<file path="config.mk">
export PLATFORM = sky130hd
export DESIGN_NAME = wav_pcm_stream_parser_top
export DESIGN_NICKNAME = d
export VERILOG_FILES = /design/src/hdl/wpsp_pkg.sv /design/src/hdl/wav_pcm_stream_parser_top.sv /design/src/hdl/wpsp_front.sv /design/src/hdl/wpsp_queue.sv /design/src/hdl/wpsp_back.sv
export SDC_FILE = /design/constraint.sdc
export NUM_CORES = 2
export LEC_CHECK = 0
export BUFFER_PORTS_ARGS = -buffer_cell sky130_fd_sc_hd__buf_2
export CAP_MARGIN = 20
export CORE_AREA = 2 2 245 247
export DETAILED_ROUTE_END_ITERATION = 16
export DIE_AREA = 0 0 247 249
export PLACE_DENSITY_LB_ADDON = 0.25
export SYNTH_ARGS = -nofsm -noshare
export SYNTH_HDL_FRONTEND = slang
export SYNTH_SLANG_ARGS = --single-unit
</file>
<file path="constraint.sdc">
create_clock -name clk_i -period 20.7 [get_ports clk_i]
set_input_delay 1.035 -clock clk_i [delete_from_list [all_inputs] [get_ports clk_i]]
set_output_delay 1.035 -clock clk_i [all_outputs]
set_load 0.01 [all_outputs]
</file>
<file path="src/hdl/wpsp_pkg.sv">
// wpsp_pkg: shared types and constants of the wav pcm stream parser
// used by every module in hdl; depends on nothing

package wpsp_pkg;

  localparam int unsigned QUEUE_DEPTH = 2;

  localparam logic [31:0] TAG_RIFF = 32'h5249_4646;
  localparam logic [31:0] TAG_WAVE = 32'h5741_5645;
  localparam logic [31:0] TAG_FMT  = 32'h666D_7420;
  localparam logic [31:0] TAG_DATA = 32'h6461_7461;

  localparam logic [15:0] FMT_PCM   = 16'd1;
  localparam logic [15:0] PCM_BITS  = 16'd16;
  localparam logic [15:0] MAX_CHAN  = 16'd2;
  localparam logic [31:0] FMT_MIN   = 32'd16;
  localparam logic [4:0]  FMT_SPAN  = 5'd16;
  localparam logic [3:0]  BITS_OFS  = 4'd14;

  localparam logic [1:0] KIND_FORMAT = 2'd0;
  localparam logic [1:0] KIND_SAMPLE = 2'd1;
  localparam logic [1:0] KIND_ERROR  = 2'd2;
  localparam logic [1:0] KIND_END    = 2'd3;

  localparam logic [6:0] VOL_RESET = 7'd80;
  localparam logic [6:0] VOL_FULL  = 7'd100;

  // divide by 100 as multiply by reciprocal plus one correction step
  localparam int unsigned   RECIP_SHIFT = 22;
  localparam logic [15:0]   RECIP_MUL   = 16'((64'd1 << RECIP_SHIFT) / 64'd100);
  localparam logic [22:0]   DIVISOR     = 23'd100;

  typedef struct packed {
    logic [7:0] file_byte;
    logic       end_of_file;
  } in_t;

  typedef struct packed {
    logic [1:0]        kind;
    logic signed [15:0] sample;
    logic [1:0]        channels;
    logic [31:0]       rate_hz;
    logic              last;
  } out_t;

  // classified result before scaling
  typedef struct packed {
    logic [1:0]  kind;
    logic [15:0] raw;
    logic [1:0]  channels;
    logic [31:0] rate_hz;
    logic        last;
  } item_t;

  typedef struct packed {
    logic  valid;
    item_t item;
  } slot_t;

endpackage

</file>
<file path="src/hdl/wav_pcm_stream_parser_top.sv">
// wav_pcm_stream_parser_top: parser front, result queue and scaler back
// depends on wpsp_pkg, wpsp_front, wpsp_queue, wpsp_back
//
//   channel  direction  handshake               payload
//   in       sink       in_valid_i/in_stall_o   wpsp_pkg::in_t
//   out      source     out_valid_o/out_stall_i wpsp_pkg::out_t
//   cfg      sink       cfg_we_i                cfg_wdata_i, volume in percent
//
// one file byte per cycle unless in_stall_o; the parser state machine handles each byte
// a result passes the queue head, then the multiply, reciprocal and correct registers
// in_stall_o rises only when the queue is full behind a stalled output
// reset clears parse state except the held low byte and sets the volume to 80 percent

module wav_pcm_stream_parser_top #(
  parameter int unsigned QueueDepth = wpsp_pkg::QUEUE_DEPTH
) (
  input  logic           clk_i,
  input  logic           rst_ni,
  input  logic           in_valid_i,
  output logic           in_stall_o,
  input  wpsp_pkg::in_t  in_data_i,
  output logic           out_valid_o,
  input  logic           out_stall_i,
  output wpsp_pkg::out_t out_data_o,
  input  logic           cfg_we_i,
  input  logic [6:0]     cfg_wdata_i
);
  import wpsp_pkg::*;

  slot_t push, head;
  logic  full, pop;

  wpsp_front u_front (
    .clk_i      (clk_i),
    .rst_ni     (rst_ni),
    .in_valid_i (in_valid_i),
    .in_data_i  (in_data_i),
    .in_stall_o (in_stall_o),
    .full_i     (full),
    .push_o     (push)
  );

  wpsp_queue #(
    .Depth (QueueDepth)
  ) u_queue (
    .clk_i  (clk_i),
    .rst_ni (rst_ni),
    .push_i (push),
    .full_o (full),
    .pop_i  (pop),
    .head_o (head)
  );

  wpsp_back u_back (
    .clk_i       (clk_i),
    .rst_ni      (rst_ni),
    .cfg_we_i    (cfg_we_i),
    .cfg_wdata_i (cfg_wdata_i),
    .head_i      (head),
    .pop_o       (pop),
    .out_valid_o (out_valid_o),
    .out_stall_i (out_stall_i),
    .out_data_o  (out_data_o)
  );

endmodule

</file>
<file path="src/hdl/wpsp_front.sv">
// wpsp_front: byte parser for riff/wave headers, chunk walk and pcm byte pairing
// depends on wpsp_pkg

module wpsp_front (
  input  logic           clk_i,
  input  logic           rst_ni,
  input  logic           in_valid_i,
  input  wpsp_pkg::in_t  in_data_i,
  output logic           in_stall_o,
  input  logic           full_i,
  output wpsp_pkg::slot_t push_o
);
  import wpsp_pkg::*;

  typedef enum logic [2:0] {
    PH_RIFF  = 3'd0,
    PH_RSIZE = 3'd1,
    PH_WAVE  = 3'd2,
    PH_HDR   = 3'd3,
    PH_BODY  = 3'd4,
    PH_PAD   = 3'd5,
    PH_DATA  = 3'd6,
    PH_WAIT  = 3'd7
  } phase_e;

  phase_e      phase_q, phase_d;
  logic [4:0]  pos_q, pos_d;
  logic [31:0] tag_q, tag_d;
  logic [31:0] len_q, len_d;
  logic [15:0] fmt_q, fmt_d;
  logic [15:0] chan_q, chan_d;
  logic [31:0] rate_q, rate_d;
  logic [15:0] bits_q, bits_d;
  logic [31:0] left_q, left_d;
  logic [7:0]  low_q, low_d;
  logic        half_q, half_d;

  logic        accept;
  logic [7:0]  b;
  slot_t       res;

  assign in_stall_o = full_i;
  assign accept     = in_valid_i & ~full_i;
  assign b          = in_data_i.file_byte;
  assign push_o     = res;

  always_comb begin
    phase_d = phase_q;
    pos_d   = pos_q;
    tag_d   = tag_q;
    len_d   = len_q;
    fmt_d   = fmt_q;
    chan_d  = chan_q;
    rate_d  = rate_q;
    bits_d  = bits_q;
    left_d  = left_q;
    low_d   = low_q;
    half_d  = half_q;
    res     = '0;
    if (accept) begin
      case (phase_q)
        PH_RIFF, PH_WAVE: begin
          tag_d = {tag_q[23:0], b};
          pos_d = pos_q + 5'd1;
          if (pos_d >= 5'd4) begin
            if (tag_d != ((phase_q == PH_RIFF) ? TAG_RIFF : TAG_WAVE)) begin
              res.valid     = 1'b1;
              res.item.kind = KIND_ERROR;
              res.item.last = 1'b1;
              phase_d       = PH_WAIT;
            end else begin
              phase_d = (phase_q == PH_RIFF) ? PH_RSIZE : PH_HDR;
              tag_d   = '0;
              len_d   = '0;
            end
            pos_d = '0;
          end
        end
        PH_RSIZE: begin
          pos_d = pos_q + 5'd1;
          if (pos_d >= 5'd4) begin
            phase_d = PH_WAVE;
            pos_d   = '0;
            tag_d   = '0;
          end
        end
        PH_HDR: begin
          if (pos_q < 5'd4) begin
            tag_d = {tag_q[23:0], b};
          end else begin
            case (pos_q[1:0])
              2'd0:    len_d[7:0]   = b;
              2'd1:    len_d[15:8]  = b;
              2'd2:    len_d[23:16] = b;
              default: len_d[31:24] = b;
            endcase
          end
          pos_d = pos_q + 5'd1;
          if (pos_d >= 5'd8) begin
            pos_d = '0;
            if (tag_d == TAG_DATA) begin
              res.valid = 1'b1;
              if (fmt_q == FMT_PCM && bits_q == PCM_BITS && len_d != '0
                  && chan_q <= MAX_CHAN) begin
                res.item.kind     = KIND_FORMAT;
                res.item.channels = chan_q[1:0];
                res.item.rate_hz  = rate_q;
                left_d            = len_d;
                half_d            = 1'b0;
                phase_d           = PH_DATA;
              end else begin
                res.item.kind = KIND_ERROR;
                res.item.last = 1'b1;
                phase_d       = PH_WAIT;
              end
            end else if (len_d == '0) begin
              tag_d = '0;
            end else begin
              left_d  = len_d;
              phase_d = PH_BODY;
            end
          end
        end
        PH_BODY: begin
          if (tag_q == TAG_FMT && len_q >= FMT_MIN && pos_q < FMT_SPAN) begin
            if (pos_q[3:1] == 3'd0) begin
              if (pos_q[0]) fmt_d[15:8] = b;
              else          fmt_d[7:0]  = b;
            end else if (pos_q[3:1] == 3'd1) begin
              if (pos_q[0]) chan_d[15:8] = b;
              else          chan_d[7:0]  = b;
            end else if (pos_q[3:2] == 2'd1) begin
              case (pos_q[1:0])
                2'd0:    rate_d[7:0]   = b;
                2'd1:    rate_d[15:8]  = b;
                2'd2:    rate_d[23:16] = b;
                default: rate_d[31:24] = b;
              endcase
            end else if (pos_q[3:1] == BITS_OFS[3:1]) begin
              if (pos_q[0]) bits_d[15:8] = b;
              else          bits_d[7:0]  = b;
            end
          end
          if (pos_q < FMT_SPAN) pos_d = pos_q + 5'd1;
          left_d = left_q - 32'd1;
          if (left_d == '0) begin
            pos_d = '0;
            if (len_q[0]) begin
              phase_d = PH_PAD;
            end else begin
              phase_d = PH_HDR;
              tag_d   = '0;
              len_d   = '0;
            end
          end
        end
        PH_PAD: begin
          phase_d = PH_HDR;
          pos_d   = '0;
          tag_d   = '0;
          len_d   = '0;
        end
        PH_DATA: begin
          left_d = left_q - 32'd1;
          if (half_q) begin
            res.valid     = 1'b1;
            res.item.kind = KIND_SAMPLE;
            res.item.raw  = {b, low_q};
            half_d        = 1'b0;
          end else begin
            low_d  = b;
            half_d = 1'b1;
          end
          if (left_d == '0) begin
            if (!res.valid) begin
              res.valid     = 1'b1;
              res.item.kind = KIND_END;
            end
            res.item.last = 1'b1;
            phase_d       = PH_WAIT;
          end
        end
        default: begin
        end
      endcase

      if (in_data_i.end_of_file) begin
        if (phase_d < PH_DATA) begin
          res.valid = 1'b1;
          res.item  = '0;
          res.item.kind = KIND_ERROR;
          res.item.last = 1'b1;
        end else if (phase_d == PH_DATA) begin
          if (!res.valid) begin
            res.valid     = 1'b1;
            res.item.kind = KIND_END;
          end
          res.item.last = 1'b1;
        end
        // rearm for the next file
        phase_d = PH_RIFF;
        pos_d   = '0;
        tag_d   = '0;
        len_d   = '0;
        fmt_d   = '0;
        chan_d  = '0;
        rate_d  = '0;
        bits_d  = '0;
        left_d  = '0;
        low_d   = '0;
        half_d  = 1'b0;
      end
    end
  end

  always_ff @(posedge clk_i or negedge rst_ni) begin
    if (!rst_ni) begin
      phase_q <= PH_RIFF;
      pos_q   <= '0;
      tag_q   <= '0;
      len_q   <= '0;
      fmt_q   <= '0;
      chan_q  <= '0;
      rate_q  <= '0;
      bits_q  <= '0;
      left_q  <= '0;
      half_q  <= 1'b0;
    end else begin
      phase_q <= phase_d;
      pos_q   <= pos_d;
      tag_q   <= tag_d;
      len_q   <= len_d;
      fmt_q   <= fmt_d;
      chan_q  <= chan_d;
      rate_q  <= rate_d;
      bits_q  <= bits_d;
      left_q  <= left_d;
      half_q  <= half_d;
    end
  end

  always_ff @(posedge clk_i) begin
    low_q <= low_d;
  end

endmodule

</file>
<file path="src/hdl/wpsp_queue.sv">
// wpsp_queue: short result queue between parser and scaler
// depends on wpsp_pkg

module wpsp_queue #(
  parameter int unsigned Depth = wpsp_pkg::QUEUE_DEPTH
) (
  input  logic            clk_i,
  input  logic            rst_ni,
  input  wpsp_pkg::slot_t push_i,
  output logic            full_o,
  input  logic            pop_i,
  output wpsp_pkg::slot_t head_o
);
  import wpsp_pkg::*;

  localparam int unsigned PtrW = (Depth > 1) ? $clog2(Depth) : 1;
  localparam int unsigned CntW = $clog2(Depth + 1);
  localparam logic [PtrW-1:0] PtrLast = PtrW'(Depth - 1);
  localparam logic [CntW-1:0] CntFull = CntW'(Depth);

  item_t           mem_q [Depth];
  logic [PtrW-1:0] wr_q, wr_d, rd_q, rd_d;
  logic [CntW-1:0] cnt_q, cnt_d;
  logic            do_push, do_pop;

  assign full_o       = (cnt_q == CntFull);
  assign do_push      = push_i.valid & ~full_o;
  assign do_pop       = pop_i & (cnt_q != '0);
  assign head_o.valid = (cnt_q != '0);
  assign head_o.item  = mem_q[rd_q];

  always_comb begin
    wr_d  = wr_q;
    rd_d  = rd_q;
    cnt_d = cnt_q;
    if (do_push) wr_d = (wr_q == PtrLast) ? '0 : wr_q + PtrW'(1);
    if (do_pop)  rd_d = (rd_q == PtrLast) ? '0 : rd_q + PtrW'(1);
    if (do_push && !do_pop) cnt_d = cnt_q + CntW'(1);
    else if (!do_push && do_pop) cnt_d = cnt_q - CntW'(1);
  end

  always_ff @(posedge clk_i or negedge rst_ni) begin
    if (!rst_ni) begin
      wr_q  <= '0;
      rd_q  <= '0;
      cnt_q <= '0;
    end else begin
      wr_q  <= wr_d;
      rd_q  <= rd_d;
      cnt_q <= cnt_d;
    end
  end

  always_ff @(posedge clk_i) begin
    if (do_push) mem_q[wr_q] <= push_i.item;
  end

endmodule

</file>
<file path="src/hdl/wpsp_back.sv">
// wpsp_back: volume register and three stage sample scaler with output register
// depends on wpsp_pkg

module wpsp_back (
  input  logic            clk_i,
  input  logic            rst_ni,
  input  logic            cfg_we_i,
  input  logic [6:0]      cfg_wdata_i,
  input  wpsp_pkg::slot_t head_i,
  output logic            pop_o,
  output logic            out_valid_o,
  input  logic            out_stall_i,
  output wpsp_pkg::out_t  out_data_o
);
  import wpsp_pkg::*;

  logic [6:0]  vol_q, vol_eff;

  logic        v1_q, v2_q, v3_q;
  logic        en1, en2, en3;
  item_t       it1_q, it2_q;
  logic signed [23:0] prod_d, prod_q;
  logic [23:0] mag24;
  logic [21:0] mag_d, mag_q;
  logic        neg_d, neg_q;
  logic [37:0] recip;
  logic [15:0] q0_d, q0_q;
  logic [22:0] back_mul, rem;
  logic [15:0] quo;
  out_t        res_d, res_q;

  assign en3   = ~v3_q | ~out_stall_i;
  assign en2   = ~v2_q | en3;
  assign en1   = ~v1_q | en2;
  assign pop_o = en1;

  assign out_valid_o = v3_q;
  assign out_data_o  = res_q;

  // stage 1: gain multiply, full volume passes unchanged
  assign vol_eff = (vol_q >= VOL_FULL) ? VOL_FULL : vol_q;
  assign prod_d  = $signed(head_i.item.raw) * $signed({1'b0, vol_eff});

  // stage 2: magnitude and reciprocal estimate
  assign neg_d = prod_q[23];
  assign mag24 = neg_d ? 24'(-prod_q) : 24'(prod_q);
  assign mag_d = mag24[21:0];
  assign recip = 38'(mag_d) * 38'(RECIP_MUL);
  assign q0_d  = recip[RECIP_SHIFT +: 16];

  // stage 3: one correction step and sign restore
  assign back_mul = 23'(q0_q) * DIVISOR;
  assign rem      = {1'b0, mag_q} - back_mul;
  assign quo      = q0_q + ((rem >= DIVISOR) ? 16'd1 : 16'd0);

  always_comb begin
    res_d.kind     = it2_q.kind;
    res_d.channels = it2_q.channels;
    res_d.rate_hz  = it2_q.rate_hz;
    res_d.last     = it2_q.last;
    res_d.sample   = neg_q ? $signed(16'd0 - quo) : $signed(quo);
  end

  always_ff @(posedge clk_i or negedge rst_ni) begin
    if (!rst_ni) begin
      vol_q <= VOL_RESET;
      v1_q  <= 1'b0;
      v2_q  <= 1'b0;
      v3_q  <= 1'b0;
    end else begin
      if (cfg_we_i) vol_q <= cfg_wdata_i;
      if (en1) v1_q <= head_i.valid;
      if (en2) v2_q <= v1_q;
      if (en3) v3_q <= v2_q;
    end
  end

  always_ff @(posedge clk_i) begin
    if (en1) begin
      it1_q  <= head_i.item;
      prod_q <= prod_d;
    end
    if (en2) begin
      it2_q <= it1_q;
      neg_q <= neg_d;
      mag_q <= mag_d;
      q0_q  <= q0_d;
    end
    if (en3) res_q <= res_d;
  end

endmodule

</file>
# Word level (Yosys, flattened, before mapping)
# Memories as Yosys holds them, arrays and structs flattened.
# Index checks and enable logic that the tools add are counted.
[classes]
n_mul = 3
n_lt_le_gt_ge = 9
bitwise = 11
n_addsub = 10
mux = 129
n_reduce_logical = 54
eq_ne = 35
[op_table]
columns = ["cell", "count"]
rows = [
  ["two-way mux 32 bit", 31],
  ["two-way mux 16 bit", 18],
  ["case mux 32 bit (5 select lines)", 1],
  ["case mux 32 bit (4 select lines)", 1],
  ["two-way mux 54 bit", 2],
  ["two-way mux 8 bit", 12],
  ["two-way mux 35 bit", 2],
  ["two-way mux 34 bit", 2],
  ["equality test 32 x 31 -> 1 bit, second input constant", 2],
  ["logical NOT 32 bit", 2],
  ["case mux 32 bit (2 select lines)", 1],
  ["two-way mux 19 bit", 3],
  ["two-way mux 3 bit", 19],
  ["two-way mux 50 bit", 1],
  ["multiplier 22 x 16 -> 38 bit, second input constant", 1],
  [">= comparator 32 x 5 -> 1 bit, second input constant", 1],
  ["!= test 32 bit", 1],
  ["nonzero test 32 bit", 1],
  ["subtractor 32 x 1 -> 32 bit, second input constant", 1],
  ["AND reduction 5 bit", 6],
  ["AND reduction 7 bit", 4],
  ["two-way mux 27 bit", 1],
  ["nonzero test 2 bit", 13],
  ["two-way mux 5 bit", 5],
  ["other kinds (56)", 120],
]
[word_totals]
wordCells = 294
memories = 1
ff_bits = 397
ram_bits = 106
input_bits = 21
out_inout_bits = 55
[memory_table]
columns = ["memory", "depth", "word_bits", "rd", "rd_ports_with_merged_regs", "write_ports", "line_no", "text"]
rows = [
  ["u_queue.mem_q", 2, 53, 1, 0, 1, "wpsp_queue.sv:21", "item_t mem_q [Depth];"],
]

# Depth between registers and ports, before layout
[logic_depth]
word_depth = 24
depth_mapped = 34
depth_no_buf = 34

# Modules after synthesis
# A second synthesis with hierarchy kept.
[hier_totals]
hier_cells = 3085
area_unflattened_um2 = 35500.3
[modules_own_cells]
columns = ["module", "area_each_um2", "n_inst", "cells_per_inst", "seq_area_each_um2"]
rows = [
  ["wpsp_back", 20308.2, 1, 1810, 5868.1],
  ["wpsp_front", 10919.2, 1, 1091, 4869.7],
  ["wpsp_queue", 4272.8, 1, 184, 3283.1],
]

# Worst setup path before layout
# No wires, ideal clock.
[synth_path]
kind = "register to register"
startpoint = "register u_back.prod_q[3]"
endpoint = "register u_back.q0_q[15] (data pin)"
synth_period_minus_slack_ns = 7.307
required_ns = 20.445
stages_incl_launch_ff = 25
setup_slack_ns = 13.393
path_buffers = 0
setup_ns = 0.255
arrival_ns = 7.052
path_cell_list = "edfxtp_1 -> nor3_1 -> nand3_1 -> or2_2 -> o21ai_0 -> nand2_1 -> xor2_1 -> inv_1 -> fa_1 -> inv_1 -> ha_1 -> fa_1 -> fa_1 -> fa_1 -> fa_1 -> ha_1 -> a21o_1 -> a21o_1 -> a21oi_1 -> a2bb2oi_1 -> a31oi_1 -> o21ai_0 -> a21oi_1 -> or4_1 -> and3_1"
[synth_between]
elab_chain_len = 3
[synth_lines]
columns = ["element", "line_no", "text"]
rows = [
  ["start: declaration", "wpsp_back.sv:22", "logic signed [23:0] prod_d, prod_q;"],
  ["start signal: assignment", "wpsp_back.sv:81", "prod_q <= prod_d;"],
  ["negation 22 bit", "wpsp_back.sv:46", "assign mag24 = neg_d ? 24'(-prod_q) : 24'(prod_q);"],
  ["two-way mux 22 bit", "wpsp_back.sv:46", ""],
  ["net u_back.mag24[11]", "wpsp_back.sv:23", "logic [23:0] mag24;"],
  ["multiplier 22 x 16 -> 38 bit", "wpsp_back.sv:48", "assign recip = 38'(mag_d) * 38'(RECIP_MUL);"],
  ["net u_back.recip[37]", "wpsp_back.sv:26", "logic [37:0] recip;"],
  ["end signal: assignment", "wpsp_back.sv:87", "q0_q <= q0_d;"],
  ["end: declaration", "wpsp_back.sv:27", "logic [15:0] q0_d, q0_q;"],
]
# The timed path passes the listed nets, and every way through them passes these cells.
# A chain may end at the register's enable or synchronous reset.

# Final worst setup path
[layout_path]
startpoint = "register u_back.prod_q[0]"
endpoint = "register u_back.q0_q[15] (data pin)"
# The elaborated chain is that of the path after synthesis.

==> impl_metrics.yaml <==
floorplan:
  die_x_microns: 247
  die_area_sq_um: 61500
  start_util_pct: 59.6
  fp.dieH_microns: 249
  io_pins: 76
  core_area_sq_um: 58700
  num_rows: 89
yosys:
  synth_flop_cell: "edfxtp_1"
  synth_edf_count: 301
  ys.warnings.count: 0
  synth_area_leader_cell: "edfxtp_1"
  yosys.area.top_type_share_pct: 25.8
  synth_area_leaders: "edfxtp_1 (26%), dfrtp_1 (14%), fa_1 (14%)"
  synthArstFlopShare_pct: 39.8
  ys_ff_latch: 500
  synth_cell_type_count: 87
  netlist_instances: 3114
  postSynthAreaPerCell_sq_um: 11.2
  synth_nets: 3689
  synth_most_common_cell: "inv_1"
  seq_area_frac_synth_pct: 40.1
  syn-cell-area_sq_um: 35000
  synth_common_cells: "inv_1 (359), ha_1 (309), edfxtp_1 (301)"
final_layout:
  fin_nets: 3749
  drive_above_1_share_pct: 11.7
  nFillCells: 4391
  area_growth_pct: 9.10
  n_antenna_cell: 0
place:
  portBuffers: 75
  gp_congestion: 0.939
  place_hpwl_mm: 61.1
  dp_slack_ns: 12.21
clocking:
  insertion_delay_ns: 0.64
  cts_buffers: 52
  cts.clk_slew.worst_paths_ns: 0.06
  clockBufferDepth: 3
  clock-sinks: 500
  cts_tree: "yes"
  htreeDepth: 2
  cts_setup_buffers: 0
  hold_buffers: 0
  cts_root_buffer: "clkbuf_16"
  cts_resized: 0
global_route:
  grt-ovfl-total: 0
  antenna_found_initial: 0
  grt_first_pass_wirelength_mm: 134
  met1_usage_pct: 34.3
  grt_max_degree: 74
  grt.met3_usage_pct: 3.12
  grtUsageMet2_pct: 48.7
  grt_usage_pct: 27.3
  top_usage_layer: "met2"
  grt_pass1_vias: 25200
sta:
  maxSlewHeadroom_pct: 22.6
  tns_ns: 0
  postLayoutSetupSlackWorst_ns: 12.07
  fin_crit_sh_pct: 41.7
  hold_viol_final: 0
  setup_viol: 0
  skew_ns: 0.0469
  maxSlewViolCount: 0
  period_minus_slack_ns: 8.63
  rsz0062_at_grt: "no"
  timing.hold.ws_ns: 0.386
  fmax_mhz: 116
  worst_pin_slew_ns: 1.16
setup_path:
  crit_chain: "inv_1 -> ha_1 -> nand3b_1 -> o41ai_1 -> a21boi_0 -> xor2_1 -> ha_1 -> fa_1 -> fa_1 -> fa_1 -> fa_1 -> fa_1 -> ha_1 -> a21o_1 -> a21o_1 -> a21oi_1 -> a2bb2oi_1 -> a31oi_1 -> o21ai_0 -> a21oi_1 -> or4_1 -> and3_1"
  startpoint_type: "flip-flop"
  required_ns: 21.05
  critPathKind: "reg -> reg"
  reg2reg_depth: 22
  crit_start: "u_back.prod_q[0]$_DFFE_PP_"
  cp_slowest_cell: "xor2_1"
  crit_path_frequent_cell: "fa_1"
  r2r_start: "u_back.prod_q[0]$_DFFE_PP_"
  cp.buffers_inverters: 1
  crit_family: "adder cells"
  r2r_end: "u_back.q0_q[15]$_DFFE_PP_"
  endpoint_kind: "flip-flop"
  crit_arrival_ns: 8.98
  regToRegSetupSlack_ns: 12.07
  max_stage_delay_ns: 0.94
  worstPathMaxFanout: 8
drt:
  drt-wirelength-per-cell_microns: 20.6
  drt_wl_total_mm: 82.3
  drc: 0
  firstDrtPassIters: 6
  drt.antenna.violating_nets: 0
  via_count: 24100
  via_per_inst: 6.03
  first_iter_violations: 1662
min_path:
  hp-class: "in -> async"
job:
  maxCapViolCount: 0
run_status:
  status: "complete, no violations"
-- placed cells by master (no fill, tap or decap), types with 43 or more instances in the layout --
master	count
a21oi_1	120
edfxtp_1	301
and2_1	62
buf_2	74
nor2b_1	55
o21ai_0	124
xnor2_1	73
nor2_1	187
dfrtp_1	196
clkbuf_16	53
ha_1	309
nor3_1	57
nand2b_1	49
fa_1	245
inv_1	359
nand2_1	164
nor4_1	43
xor2_1	43
mux2_2	128
-- cell families (layout without fill, tap and decap cells) --
group           count (synthesis)  count (layout)  share of synthesized area, %
simple gates                  796             796                          11.9
flops                         500             500                          40.1
mux                           159             159                          5.00
xor+xnor                      116             116                          2.90
buf+inv                       465             569                          5.08
fa+ha+maj                     554             554                          25.1
compound gates                524             524                          9.99
-- worst register-to-register path, delay by kind of cell (launching register included) --
kind | cells | cell delay [ns]
adder cells (fa/ha/maj) | 8 | 3.42
AO/OA/AOI/OAI | 9 | 2.45
XOR/XNOR | 1 | 0.94
AND/OR/NAND/NOR | 3 | 0.85
flip-flops | 1 | 0.55
buffers and inverters | 1 | 0.15
-- how the worst max path moves through the flow --
stage / endpoint / slack, ns / depth (start not counted)
5_1_grt: u_back.q0_q[15]$_DFFE_PP_ / 11.63 / 22
2_1_floorplan: u_back.q0_q[15]$_DFFE_PP_ / 13.39 / 24
6_report: u_back.q0_q[15]$_DFFE_PP_ / 12.07 / 22
3_3_place_gp: u_back.q0_q[15]$_DFFE_PP_ / 12.52 / 22
4_1_cts: u_back.q0_q[15]$_DFFE_PP_ / 12.16 / 22
3_5_place_dp: u_back.q0_q[15]$_DFFE_PP_ / 12.21 / 22
-- layer usage --
metal	vias to the layer above	wire length [microns]
met3	176	4050
li1	11100	-
met2	744	42600
met5	-	0
met1	12100	33000
met4	0	2670
-- through the flow --
stage | std cells | instance area, sq um | utilization (%)
4_1_cts | 3985 | 38100 | 65.0
6_report | 3991 | 38200 | 65.1
5_1_grt | 3991 | 38200 | 65.1
2_1_floorplan | 3114 | 35000 | -
3_3_place_gp | 3887 | 36200 | 61.7
3_5_place_dp | 3887 | 36200 | 61.7
-- flip-flops by register name (all words and copies together), names as in the netlist, 20 cells and up --
register           flops
u_back.it1_q          37
u_front.len_q         32
u_front.left_q        32
u_back.out_data_o     53
u_front.rate_q        32
u_front.tag_q         32
u_back.mag_q          20
u_queue.mem_q        106
u_back.it2_q          37
u_back.prod_q         23
-- final cells by class --
class,count,area [sq um],area share [%]
multi-input combinational,2149,19200,50.4
sequential,500,14000,36.7
clock buffer,64,1420,3.71
inverter,359,1350,3.53
tap,773,967,2.53
timing repair buffer,112,683,1.79
clock inverter,34,504,1.32
Power is left out: the tool's default activity adds up to more than one toggle a clock period on the data nets, which glitch-free logic cannot reach.
